==> config.mk <==
export PLATFORM = sky130hd
export DESIGN_NAME = listener_gain_slew
export DESIGN_NICKNAME = d
export VERILOG_FILES = /design/src/hw/rtl/lgs_pkg.sv /design/src/hw/rtl/lgs_mul.sv /design/src/hw/rtl/lgs_ctrl.sv /design/src/hw/rtl/listener_gain_slew.sv
export SDC_FILE = /design/constraint.sdc
export NUM_CORES = 2
export LEC_CHECK = 0
export ABC_AREA = 1
export BUFFER_PORTS_ARGS = -buffer_cell sky130_fd_sc_hd__buf_2
export CAP_MARGIN = 0
export CORE_MARGIN = 8
export CORE_UTILIZATION = 54
export CTS_CLUSTER_DIAMETER = 60
export DETAILED_ROUTE_END_ITERATION = 12
export HOLD_SLACK_MARGIN = 0.08
export PLACE_DENSITY = 0.69
export SLEW_MARGIN = 20
export SYNTH_ARGS = -nofsm -noshare
export SYNTH_HDL_FRONTEND = slang
export SYNTH_SLANG_ARGS = --single-unit
==> constraint.sdc <==
create_clock -name clk -period 9.64 [get_ports clk]
set_clock_uncertainty 0.2 [all_clocks]
set_input_delay 0.964 -clock clk [delete_from_list [all_inputs] [get_ports clk]]
set_output_delay 0.964 -clock clk [all_outputs]
set_load 0.005 [all_outputs]
==> src/hw/rtl/lgs_pkg.sv <==
// ----------------------------------------------------------------------------
// lgs_pkg
// Shared constants and types for the listener gain slew block: register
// indexes, rate constants of the smoothing step and the sequencer controls.
// ----------------------------------------------------------------------------
package lgs_pkg;

    // Register indexes on the configuration port
    localparam int CFG_IDX_W = 2;
    localparam logic [CFG_IDX_W-1:0] CFG_MUTE             = 2'd0;
    localparam logic [CFG_IDX_W-1:0] CFG_VOLUME_SETTING   = 2'd1;
    localparam logic [CFG_IDX_W-1:0] CFG_UNFOCUSED_FACTOR = 2'd2;

    // Smoothing rate: 0.006 per millisecond held with 24 fraction bits
    localparam int RATE_FRAC = 24;
    localparam int K_W       = RATE_FRAC + 1;
    localparam int RATE_W    = 17;
    localparam logic [RATE_W-1:0] RATE_PER_MS = 17'd100663;
    localparam logic [K_W-1:0]    RATE_ONE    = K_W'(1) << RATE_FRAC;
    localparam logic [K_W-1:0]    RATE_HALF   = K_W'(1) << (RATE_FRAC - 1);

    // Elapsed time of a smoothing step is held in 16 bits; past the gap limit the gain jumps
    localparam int DT_W   = 16;
    localparam int TIME_W = 64;

    // One-hot step strobes from the sequencer to the datapath
    typedef struct packed {
        logic step_target;   // multiply clamped volume by unfocused factor
        logic step_rate;     // form target, multiply dt by rate
        logic step_move;     // clamp k, multiply magnitude by k
        logic step_finish;   // apply move, snap, update state and result
    } lgs_ctrl_t;

endpackage

==> src/hw/rtl/lgs_mul.sv <==
// ----------------------------------------------------------------------------
// lgs_mul
// Shared unsigned multiplier with a registered product, reused by every
// multiply step of the smoothing sequence. The product holds between loads.
// ----------------------------------------------------------------------------
module lgs_mul #(
    parameter int A_W = 25,
    parameter int B_W = 25
) (
    input  logic               clk,
    input  logic               load,
    input  logic [A_W-1:0]     op_a,
    input  logic [B_W-1:0]     op_b,
    output logic [A_W+B_W-1:0] product
);

    logic [A_W+B_W-1:0] product_reg;

    // Register the product for the next step, hold it otherwise
    always_ff @(posedge clk)
    begin
        if (load)
        begin
            product_reg <= (A_W+B_W)'(op_a) * (A_W+B_W)'(op_b);
        end
    end

    assign product = product_reg;

endmodule

==> src/hw/rtl/lgs_ctrl.sv <==
// ----------------------------------------------------------------------------
// lgs_ctrl
// Sequencer of the smoothing step: takes one word, walks it through the
// three uses of the shared multiplier and a finish step, and holds the
// finish step until the result register is free.
// ----------------------------------------------------------------------------
module lgs_ctrl
    import lgs_pkg::*;
(
    input  logic      clk,
    input  logic      rst_n,
    input  logic      in_valid,
    output logic      in_ready,
    input  logic      out_free,
    output lgs_ctrl_t ctrl
);

    localparam logic [2:0] S_IDLE   = 3'd0;
    localparam logic [2:0] S_TARGET = 3'd1;
    localparam logic [2:0] S_RATE   = 3'd2;
    localparam logic [2:0] S_MOVE   = 3'd3;
    localparam logic [2:0] S_FINISH = 3'd4;

    logic [2:0] state_reg;
    logic [2:0] state_next;

    // Advance through the steps
    always_comb
    begin
        state_next = state_reg;
        case (state_reg)
            S_IDLE:
            begin
                if (in_valid)
                begin
                    state_next = S_TARGET;
                end
            end
            S_TARGET: state_next = S_RATE;
            S_RATE:   state_next = S_MOVE;
            S_MOVE:   state_next = S_FINISH;
            S_FINISH:
            begin
                if (out_free)
                begin
                    state_next = S_IDLE;
                end
            end
            default:  state_next = S_IDLE;
        endcase
    end

    always_ff @(posedge clk or negedge rst_n)
    begin
        if (!rst_n)
        begin
            state_reg <= S_IDLE;
        end
        else
        begin
            state_reg <= state_next;
        end
    end

    // Decode step strobes
    assign in_ready         = (state_reg == S_IDLE);
    assign ctrl.step_target = (state_reg == S_TARGET);
    assign ctrl.step_rate   = (state_reg == S_RATE);
    assign ctrl.step_move   = (state_reg == S_MOVE);
    assign ctrl.step_finish = (state_reg == S_FINISH) && out_free;

endmodule

==> src/hw/rtl/listener_gain_slew.sv <==
// ----------------------------------------------------------------------------
// listener_gain_slew
// Smooths the listener gain toward a target once per tick: the target comes
// from mute, volume and the focus flag, the stored gain jumps or slews toward
// it by a factor that grows with elapsed milliseconds.
//
//   channel  | handshake            | payload
//   ---------+----------------------+-----------------------------
//   in       | in_valid / in_ready  | time_ms, window_active
//   out      | out_valid / out_ready| gain
//   cfg      | cfg_wr_en            | cfg_index, cfg_data
//
// Each word goes from the accept in the idle state through three steps that
// each use the single shared multiplier (focus scaling, dt times rate,
// magnitude times k) and a finish step that applies the move and registers
// the result; the next word is taken only once the sequencer idles again.
// in_ready is high only while the sequencer idles. A stalled result holds
// the finish step, and the held product, until the output register is free.
// Reset clears the stored gain, the last time and the initialized flag;
// no clearing pass is needed.
// ----------------------------------------------------------------------------
module listener_gain_slew
    import lgs_pkg::*;
#(
    parameter int GAIN_FRAC_BITS = 16,
    parameter int GAP_LIMIT_MS   = 1000
) (
    input  logic                      clk,
    input  logic                      rst_n,
    input  logic                      in_valid,
    output logic                      in_ready,
    input  logic [TIME_W-1:0]         time_ms,
    input  logic                      window_active,
    output logic                      out_valid,
    input  logic                      out_ready,
    output logic [GAIN_FRAC_BITS:0]   gain,
    input  logic                      cfg_wr_en,
    input  logic [CFG_IDX_W-1:0]      cfg_index,
    input  logic [GAIN_FRAC_BITS+1:0] cfg_data
);

    localparam int GW      = GAIN_FRAC_BITS + 1;
    localparam int VW      = GAIN_FRAC_BITS + 2;
    localparam int MUL_A_W = (GW > DT_W) ? GW : DT_W;
    localparam int MUL_B_W = (GW > K_W) ? GW : K_W;
    localparam int P_W     = MUL_A_W + MUL_B_W;
    localparam logic [GW-1:0] GAIN_ONE  = GW'(1) << GAIN_FRAC_BITS;
    localparam logic [GW-1:0] SNAP_DIST =
        GW'(((2 * (1 << GAIN_FRAC_BITS)) + 500) / 1000);
    localparam logic [TIME_W-1:0] GAP_LIMIT = TIME_W'(GAP_LIMIT_MS);

    // Configuration registers
    logic          mute_reg;
    logic [VW-1:0] volume_reg;
    logic [GW-1:0] factor_reg;

    // Working registers of one word
    logic [TIME_W-1:0] now_reg;
    logic              active_reg;
    logic [DT_W-1:0]   dt_reg;
    logic              jump_reg;
    logic [GW-1:0]     target_reg;
    logic              up_reg;

    // Block state and result
    logic [GW-1:0]     smoothed_reg;
    logic              valid_reg;
    logic [TIME_W-1:0] last_reg;
    logic [GW-1:0]     gain_out_reg;
    logic              out_valid_reg;

    lgs_ctrl_t        ctrl;
    logic             out_free;
    logic             mul_load;
    logic [MUL_A_W-1:0] mul_a;
    logic [MUL_B_W-1:0] mul_b;
    logic [P_W-1:0]     prod;

    logic [GW-1:0]     vol_clamped;
    logic [TIME_W-1:0] dt_full;
    logic [P_W:0]      scaled_round;
    logic [P_W:0]      scaled;
    logic [GW-1:0]     target_calc;
    logic [K_W-1:0]    k_val;
    logic [GW-1:0]     mag;
    logic [P_W:0]      move_round;
    logic [GW-1:0]     move;
    logic [GW-1:0]     stepped;
    logic [GW-1:0]     snap_diff;
    logic [GW-1:0]     gain_new;

    assign out_free = !out_valid_reg || out_ready;
    assign mul_load = ctrl.step_target || ctrl.step_rate || ctrl.step_move;

    lgs_ctrl u_ctrl (
        .clk      (clk),
        .rst_n    (rst_n),
        .in_valid (in_valid),
        .in_ready (in_ready),
        .out_free (out_free),
        .ctrl     (ctrl)
    );

    lgs_mul #(
        .A_W (MUL_A_W),
        .B_W (MUL_B_W)
    ) u_mul (
        .clk     (clk),
        .load    (mul_load),
        .op_a    (mul_a),
        .op_b    (mul_b),
        .product (prod)
    );

    // Take register writes; unknown indexes drop
    always_ff @(posedge clk or negedge rst_n)
    begin
        if (!rst_n)
        begin
            mute_reg   <= 1'b0;
            volume_reg <= VW'(GAIN_ONE);
            factor_reg <= GAIN_ONE;
        end
        else if (cfg_wr_en)
        begin
            case (cfg_index)
                CFG_MUTE:             mute_reg   <= cfg_data[0];
                CFG_VOLUME_SETTING:   volume_reg <= cfg_data;
                CFG_UNFOCUSED_FACTOR: factor_reg <= cfg_data[GW-1:0];
                default:              ;
            endcase
        end
    end

    // Clamp the volume to 0..1.0
    always_comb
    begin
        if (volume_reg[VW-1])
        begin
            vol_clamped = '0;
        end
        else if (volume_reg > VW'(GAIN_ONE))
        begin
            vol_clamped = GAIN_ONE;
        end
        else
        begin
            vol_clamped = volume_reg[GW-1:0];
        end
    end

    // Elapsed time against the previous tick
    assign dt_full = now_reg - last_reg;

    // Round the focus scaling and clamp again; an active window takes the clamped volume unscaled, mute forces zero
    assign scaled_round = {1'b0, prod} + (P_W+1)'(GAIN_ONE >> 1);
    assign scaled       = scaled_round >> GAIN_FRAC_BITS;
    always_comb
    begin
        if (mute_reg)
        begin
            target_calc = '0;
        end
        else if (active_reg)
        begin
            target_calc = vol_clamped;
        end
        else if (scaled > (P_W+1)'(GAIN_ONE))
        begin
            target_calc = GAIN_ONE;
        end
        else
        begin
            target_calc = scaled[GW-1:0];
        end
    end

    // Limit k to 1.0 and form the distance to the target
    assign k_val = (prod > P_W'(RATE_ONE)) ? RATE_ONE : prod[K_W-1:0];
    assign mag   = up_reg ? (target_reg - smoothed_reg) : (smoothed_reg - target_reg);

    // Select multiplier operands for each step
    always_comb
    begin
        mul_a = '0;
        mul_b = '0;
        if (ctrl.step_target)
        begin
            mul_a = MUL_A_W'(vol_clamped);
            mul_b = MUL_B_W'(factor_reg);
        end
        else if (ctrl.step_rate)
        begin
            mul_a = MUL_A_W'(dt_reg);
            mul_b = MUL_B_W'(RATE_PER_MS);
        end
        else if (ctrl.step_move)
        begin
            mul_a = MUL_A_W'(mag);
            mul_b = MUL_B_W'(k_val);
        end
    end

    // Apply the rounded move and snap near the target or on a jump
    assign move_round = {1'b0, prod} + (P_W+1)'(RATE_HALF);
    assign move       = GW'(move_round >> RATE_FRAC);
    assign stepped    = up_reg ? (smoothed_reg + move) : (smoothed_reg - move);
    assign snap_diff  = (target_reg >= stepped) ? (target_reg - stepped)
                                                : (stepped - target_reg);
    always_comb
    begin
        if (jump_reg || (snap_diff < SNAP_DIST))
        begin
            gain_new = target_reg;
        end
        else
        begin
            gain_new = stepped;
        end
    end

    // Hold the word and the per-step results
    always_ff @(posedge clk)
    begin
        if (in_valid && in_ready)
        begin
            now_reg    <= time_ms;
            active_reg <= window_active;
        end
        if (ctrl.step_target)
        begin
            dt_reg   <= dt_full[DT_W-1:0];
            jump_reg <= !valid_reg || (now_reg < last_reg) || (dt_full > GAP_LIMIT);
        end
        if (ctrl.step_rate)
        begin
            target_reg <= target_calc;
            up_reg     <= (target_calc >= smoothed_reg);
        end
    end

    // Update the block state at the finish step
    always_ff @(posedge clk or negedge rst_n)
    begin
        if (!rst_n)
        begin
            smoothed_reg <= '0;
            valid_reg    <= 1'b0;
            last_reg     <= '0;
        end
        else if (ctrl.step_finish)
        begin
            smoothed_reg <= gain_new;
            valid_reg    <= 1'b1;
            last_reg     <= now_reg;
        end
    end

    // Present the result word until taken
    always_ff @(posedge clk or negedge rst_n)
    begin
        if (!rst_n)
        begin
            out_valid_reg <= 1'b0;
        end
        else if (ctrl.step_finish)
        begin
            out_valid_reg <= 1'b1;
        end
        else if (out_ready)
        begin
            out_valid_reg <= 1'b0;
        end
    end

    always_ff @(posedge clk)
    begin
        if (ctrl.step_finish)
        begin
            gain_out_reg <= gain_new;
        end
    end

    assign out_valid = out_valid_reg;
    assign gain      = gain_out_reg;

endmodule
-- After elaboration in Yosys (flattened, before gate mapping)
Index checks and enable logic that the tools add are counted.
- logic and storage cells: 80
- bits of input ports: 90
- output and inout port bits: 19
- flip-flop bits (word level): 281
- reduce and logical (&&, ||, !) cells: 17
- magnitude comparators: 8
- add/subtract/negate cells: 9
- multiplexer cells: 21
- multiply operators: 1
- equal/unequal tests: 8
- operators with widths (operator ; number):
    two-way mux 17 bit ; 12
    two-way mux 25 bit ; 4
    subtractor 17 bit ; 5
    > comparator 64 x 10 -> 1 bit (second input constant) ; 1
    < comparator 64 bit ; 1
    subtractor 64 bit ; 1
    adder 42 x 16 -> 43 bit (second input constant) ; 1
    > comparator 42 x 25 -> 1 bit (second input constant) ; 1
    multiplier 17 x 25 -> 42 bit ; 1
    adder 41 x 24 -> 41 bit (second input constant) ; 1
    greater-or-equal comparator 17 bit ; 2
    > comparator 27 x 17 -> 1 bit (second input constant) ; 1
    > comparator 18 x 17 -> 1 bit (second input constant) ; 1
    adder 17 bit ; 1
    < comparator 17 x 8 -> 1 bit (second input constant) ; 1
    case mux 3 bit (5 select lines) ; 1
    AND reduction 2 bit ; 4
    == test 3 x 2 -> 1 bit (second input constant) ; 2
    logical OR 1 bit ; 6
    two-way mux 3 bit ; 2
    == test 3 x 1 -> 1 bit (second input constant) ; 1
    == test 3 bit (second input constant) ; 1
    zero test 3 bit ; 1
    == test 2 x 1 -> 1 bit (second input constant) ; 1
    other kinds (8) ; 11

-- Longest topological paths before layout
- depth in word-level cells: 8
- depth in mapped cells: 43
- depth with buffers taken out: 42

-- By module
Synthesis repeated with hierarchy kept, for this count alone.
- cells, all modules: 4957
- area total of the unflattened synthesis: 36194.7 µm²
- modules (own cells, without submodules) (module ; cells each ; instances ; area an instance (µm²) ; sequential area each (µm²)):
    listener_gain_slew ; 2792 ; 1 ; 19857.8 ; 6493.7
    lgs_mul ; 2141 ; 1 ; 16161.8 ; 1261.2
    lgs_ctrl ; 24 ; 1 ; 175.2 ; 75.1

-- Least setup slack after synthesis
No wires, ideal clock.
- kind: reg2reg
- start point: register target_reg[0]
- end point: register u_mul.product_reg[33], in the netlist u_mul.product[33], data pin
- buffers on the path: 1
- setup time: 0.259 ns
- cell stages (with the launch flop): 41
- slack: 1.891 ns
- period minus slack after synthesis: 7.749 ns
- arrival time: 7.290 ns
- required time: 9.181 ns
- path through: edfxtp_1 inv_1 ha_1 inv_1 fa_1 nand3_1 nand2_1 a21oi_1 nand2_1 o21ai_0 o211ai_1 a21oi_1 o21ai_0 nand2_1 nor2_1 inv_1 clkbuf_1 nand2_1 [5 not listed] inv_1 fa_1 inv_1 fa_1 inv_1 fa_1 ha_1 nand2_1 nor2_1 inv_1 nor3_1 a21oi_1 o21ai_0 nand2_1 nand2_1 nand2_1 nand2_1 xor2_1
- longest elaborated chain between the ends: 6
- elaborated cells between the ends (all ways): 7
- those cells by class: 2 x add/sub; 1 x mul; 4 x mux
- RTL lines (what ; RTL line ; source):
    start, declared ; listener_gain_slew.sv:62 ; logic [GW-1:0] target_reg;
    start signal, assigned ; listener_gain_slew.sv:237 ; target_reg <= target_calc;
    subtractor 17 bit ; listener_gain_slew.sv:180 ; assign mag = up_reg ? (target_reg - smoothed_reg) : (smoothed_reg - target_reg);
    two-way mux 17 bit * ; listener_gain_slew.sv:180 ;
    two-way mux 17 bit * ; listener_gain_slew.sv:197 ; else if (ctrl.step_move)
    two-way mux 17 bit * ; listener_gain_slew.sv:192 ; else if (ctrl.step_rate)
    two-way mux 17 bit * ; listener_gain_slew.sv:187 ; if (ctrl.step_target)
    multiplier 17 x 25 -> 42 bit * ; lgs_mul.sv:24 ; product_reg <= (A_W+B_W)'(op_a) * (A_W+B_W)'(op_b);
    end signal, assigned ; lgs_mul.sv:24 ;
    end, declared ; lgs_mul.sv:17 ; logic [A_W+B_W-1:0] product_reg;
Mark *: on every way between the ends. The rest lies on a longest branch, timed or not.
A chain may end at the register's enable or synchronous reset.

-- Worst setup path after layout
- start point: register u_mul.product_reg[23], in the netlist u_mul.product[23]
- end point: register u_mul.product_reg[34], in the netlist u_mul.product[34], data pin
- longest elaborated chain between the ends: 6
- RTL lines (what ; RTL line ; source):
    > comparator 42 x 25 -> 1 bit ; listener_gain_slew.sv:179 ; assign k_val = (prod > P_W'(RATE_ONE)) ? RATE_ONE : prod[K_W-1:0];
    two-way mux 25 bit * ; listener_gain_slew.sv:179 ;
    two-way mux 25 bit * ; listener_gain_slew.sv:197 ;
    two-way mux 25 bit * ; listener_gain_slew.sv:192 ;
    two-way mux 25 bit * ; listener_gain_slew.sv:187 ;
    multiplier 17 x 25 -> 42 bit * ; lgs_mul.sv:24 ;
Marks and branches as above.

==> impl_metrics.tcl <==
set metrics [dict create \
    final_max_slew_viol_count 0 \
    clock.fmax_ghz 0.108 \
    setup_viol 0 \
    path_common_cell "inv_1" \
    finish.net_count 5682 \
    crit_start "u_mul.product[23]$_DFFE_PP_" \
    grt_start_max_net_pins 97 \
    met1_length_um 47000 \
    wl_per_cell_um 18.3 \
    placementRows 94 \
    drtIter0Drc 3020 \
    drive_gt1_frac 0.0614 \
    place_worst_setup_slack_ns 0.516 \
    route.met3.wl_um 10200 \
    routed_via_density 5.45 \
    cp_slowest_cell "fa_1" \
    seq_area_um2 7830 \
    run_status "complete, no violations" \
    dieWidth_um 273 \
    hold_viol_final 0 \
    cts_hold_buf 0 \
    finalSetupTns_ns 0 \
    core-area_um2 65700 \
    endpoint_kind "flop" \
    clock_sinks 281 \
    ios 109 \
    dieArea_um2 74800 \
    gp_congestion 0.992 \
    antenna_found_initial 0 \
    synthesis.instances 4871 \
    yosysTopAreaCell "fa_1" \
    synthTopCellsByArea "fa_1 (20%), edfxtp_1 (13%), nand2_1 (13%)" \
    routed_wirelength_um 107000 \
    fillers 6263 \
    postCtsSetupBuffers 0 \
    topRoutingLayerUsed "met4" \
    port_buffers 108 \
    diodes 0 \
    die_h_um 273 \
    area_growth_pct 7.87 \
    dp.final_hpwl_um 89000 \
    fin_util 0.587 \
    path_buf_inv 9 \
    placed_cells 5786 \
    critPathMaxStageDelay_ns 0.55 \
    path_delay_family "adder cells" \
    yosysSeqAreaShare 0.219 \
    overflow 0 \
    grt_pass1_wl_um 170000 \
    synth_seq_cells 281 \
    worst_slew_pin_slew_ns 0.957 \
    setup_ws_ns 0.381 \
    start_util 0.545 \
    final_cells 5851 \
    drc 0 \
    cts_max_level 2 \
    crit_arrival_ns 9.36 \
    dr.pass1.iters 6 \
    yosys.area.top_type_share 0.196 \
    clock_latency_ns 0.57 \
    syn_area_um2 35800 \
    grt_pass1_vias 31200 \
    post-route-period-util 0.960 \
    cts.path.max_buffers 3 \
    num_vias 31900 \
    worstPathRequired_ns 9.74 \
    numCtsBuffers 36 \
    cap_violations 0 \
    syn_avg_cell_area_um2 7.35 \
    r2r_start "u_mul.product[23]$_DFFE_PP_" \
    synth_enable_flop_cells 159 \
    synthesis.nets 5593 \
    postRouteAntennaNets 0 \
    synth_cell_types 62 \
    synth_ff_type "edfxtp_1" \
    hold_path_class "in -> async" \
    rsz0062_at_grt "no" \
    period_needed_ns 9.26 \
    start_kind "flop" \
    ys_warn_count 0 \
    clk_pin_slew_worst_paths_ns 0.06 \
    critPathKind "reg -> reg" \
    cts_tree "built" \
    slew_headroom 0.362 \
    cts-root-buf "clkbuf_16" \
    multi_input_area_um2 23600 \
    worstPathMaxFanout 10 \
    wl_met2_um 46400 \
    track_usage 0.287 \
    postSynth.asyncResetShare 0.434 \
]
-- final timing paths --
| check | to | slack (ns) | depth (start not counted) |
|---|---|---|---|
| worst max-delay path | u_mul.product[34]$_DFFE_PP_ | 0.38 | 29 |
| worst min-delay path | last_reg[26]$_DFFE_PN0P_ | 0.16 | 1 |
| worst max register to register | u_mul.product[34]$_DFFE_PP_ | 0.38 | 29 |
| worst min register to register | valid_reg$_DFFE_PN0P_ | 0.27 | 1 |
| max in group asynchronous | factor_reg[10]$_DFFE_PN0P_ | 7.80 | 2 |
| min in group clk | valid_reg$_DFFE_PN0P_ | 0.27 | 1 |
-- worst register-to-register path, delay by kind of cell, from the launching register on --
kind / cells / cell delay (ns)
compound gates: 9 / 2.65
xor+xnor: 1 / 0.11
fa+ha+maj: 7 / 3.52
buf+inv: 9 / 1.26
flops: 1 / 0.53
simple gates: 3 / 0.73
-- cells in the final DEF (no fill, tap or decap), types with 120 or more instances in the layout --
| master | n |
|---|---|
| nand2_1 | 1243 |
| nor2_1 | 421 |
| o21ai_0 | 243 |
| inv_1 | 1027 |
| dfrtp_1 | 120 |
| edfxtp_1 | 159 |
| ha_1 | 282 |
| nand3_1 | 203 |
| fa_1 | 350 |
| a21oi_1 | 234 |
-- cell type report --
| type | instances | share of cell area |
|---|---|---|
| Tap cell | 864 | 0.0280 |
| Clock buffer | 47 | 0.0255 |
| Clock inverter | 18 | 0.00641 |
| Timing Repair Buffer | 166 | 0.0254 |
| Sequential cell | 281 | 0.203 |
| Multi-Input combinational cell | 3434 | 0.610 |
| Inverter | 1041 | 0.101 |
-- kinds of logic (layout without fill, tap and decap cells) --
group | count (synthesis) | after routing | share of synthesized area
simple gates | 2078 | 2078 | 0.241
flops | 281 | 281 | 0.219
fa+ha+maj | 632 | 632 | 0.294
mux | 1 | 1 | 0.000280
buf+inv | 1156 | 1272 | 0.123
compound gates | 610 | 610 | 0.0944
xor+xnor | 113 | 113 | 0.0281
-- cell usage after synthesis, drive strengths merged (16+ instances only) --
cell type and n:
nor3 34, a21oi 234, nor2 437, xor2 77, ha 282, xnor2 36
a21o 24, and2 20, dfrtp 120, buf 36, nand3 204, nand3b 20
inv 1036, fa 350, edfxtp 159, or2 19, nand2 1268, nor4 20
a31oi 16, clkbuf 79, nand4 52, o21ai 260
-- timing repair --
| item | 4_1_cts | 5_1_grt |
|---|---|---|
| hold endpoints to repair | 0 | 0 |
| endpoints found under the setup margin | 0 | 5 |
| resized for setup | 0 | 4 |
-- per-layer routing --
| metal | global-route usage | up-vias |
|---|---|---|
| met5 | 0 | - |
| met4 | 0.0873 | 0 |
| met3 | 0.0605 | 209 |
| met2 | 0.439 | 1318 |
| met1 | 0.407 | 15100 |
| li1 | - | 15300 |
-- through the flow --
step | hold WS [ns] | area (um2)
5_1_grt | 0.203 | 38600
2_1_floorplan | 0.240 | 35800
3_5_place_dp | 0.257 | 37400
3_3_place_gp | 0.252 | 37400
4_1_cts | 0.167 | 38600
6_report | 0.162 | 38600
Power is left out: the tool's default activity adds up to more than one toggle a clock period on the data nets, which glitch-free logic cannot reach.
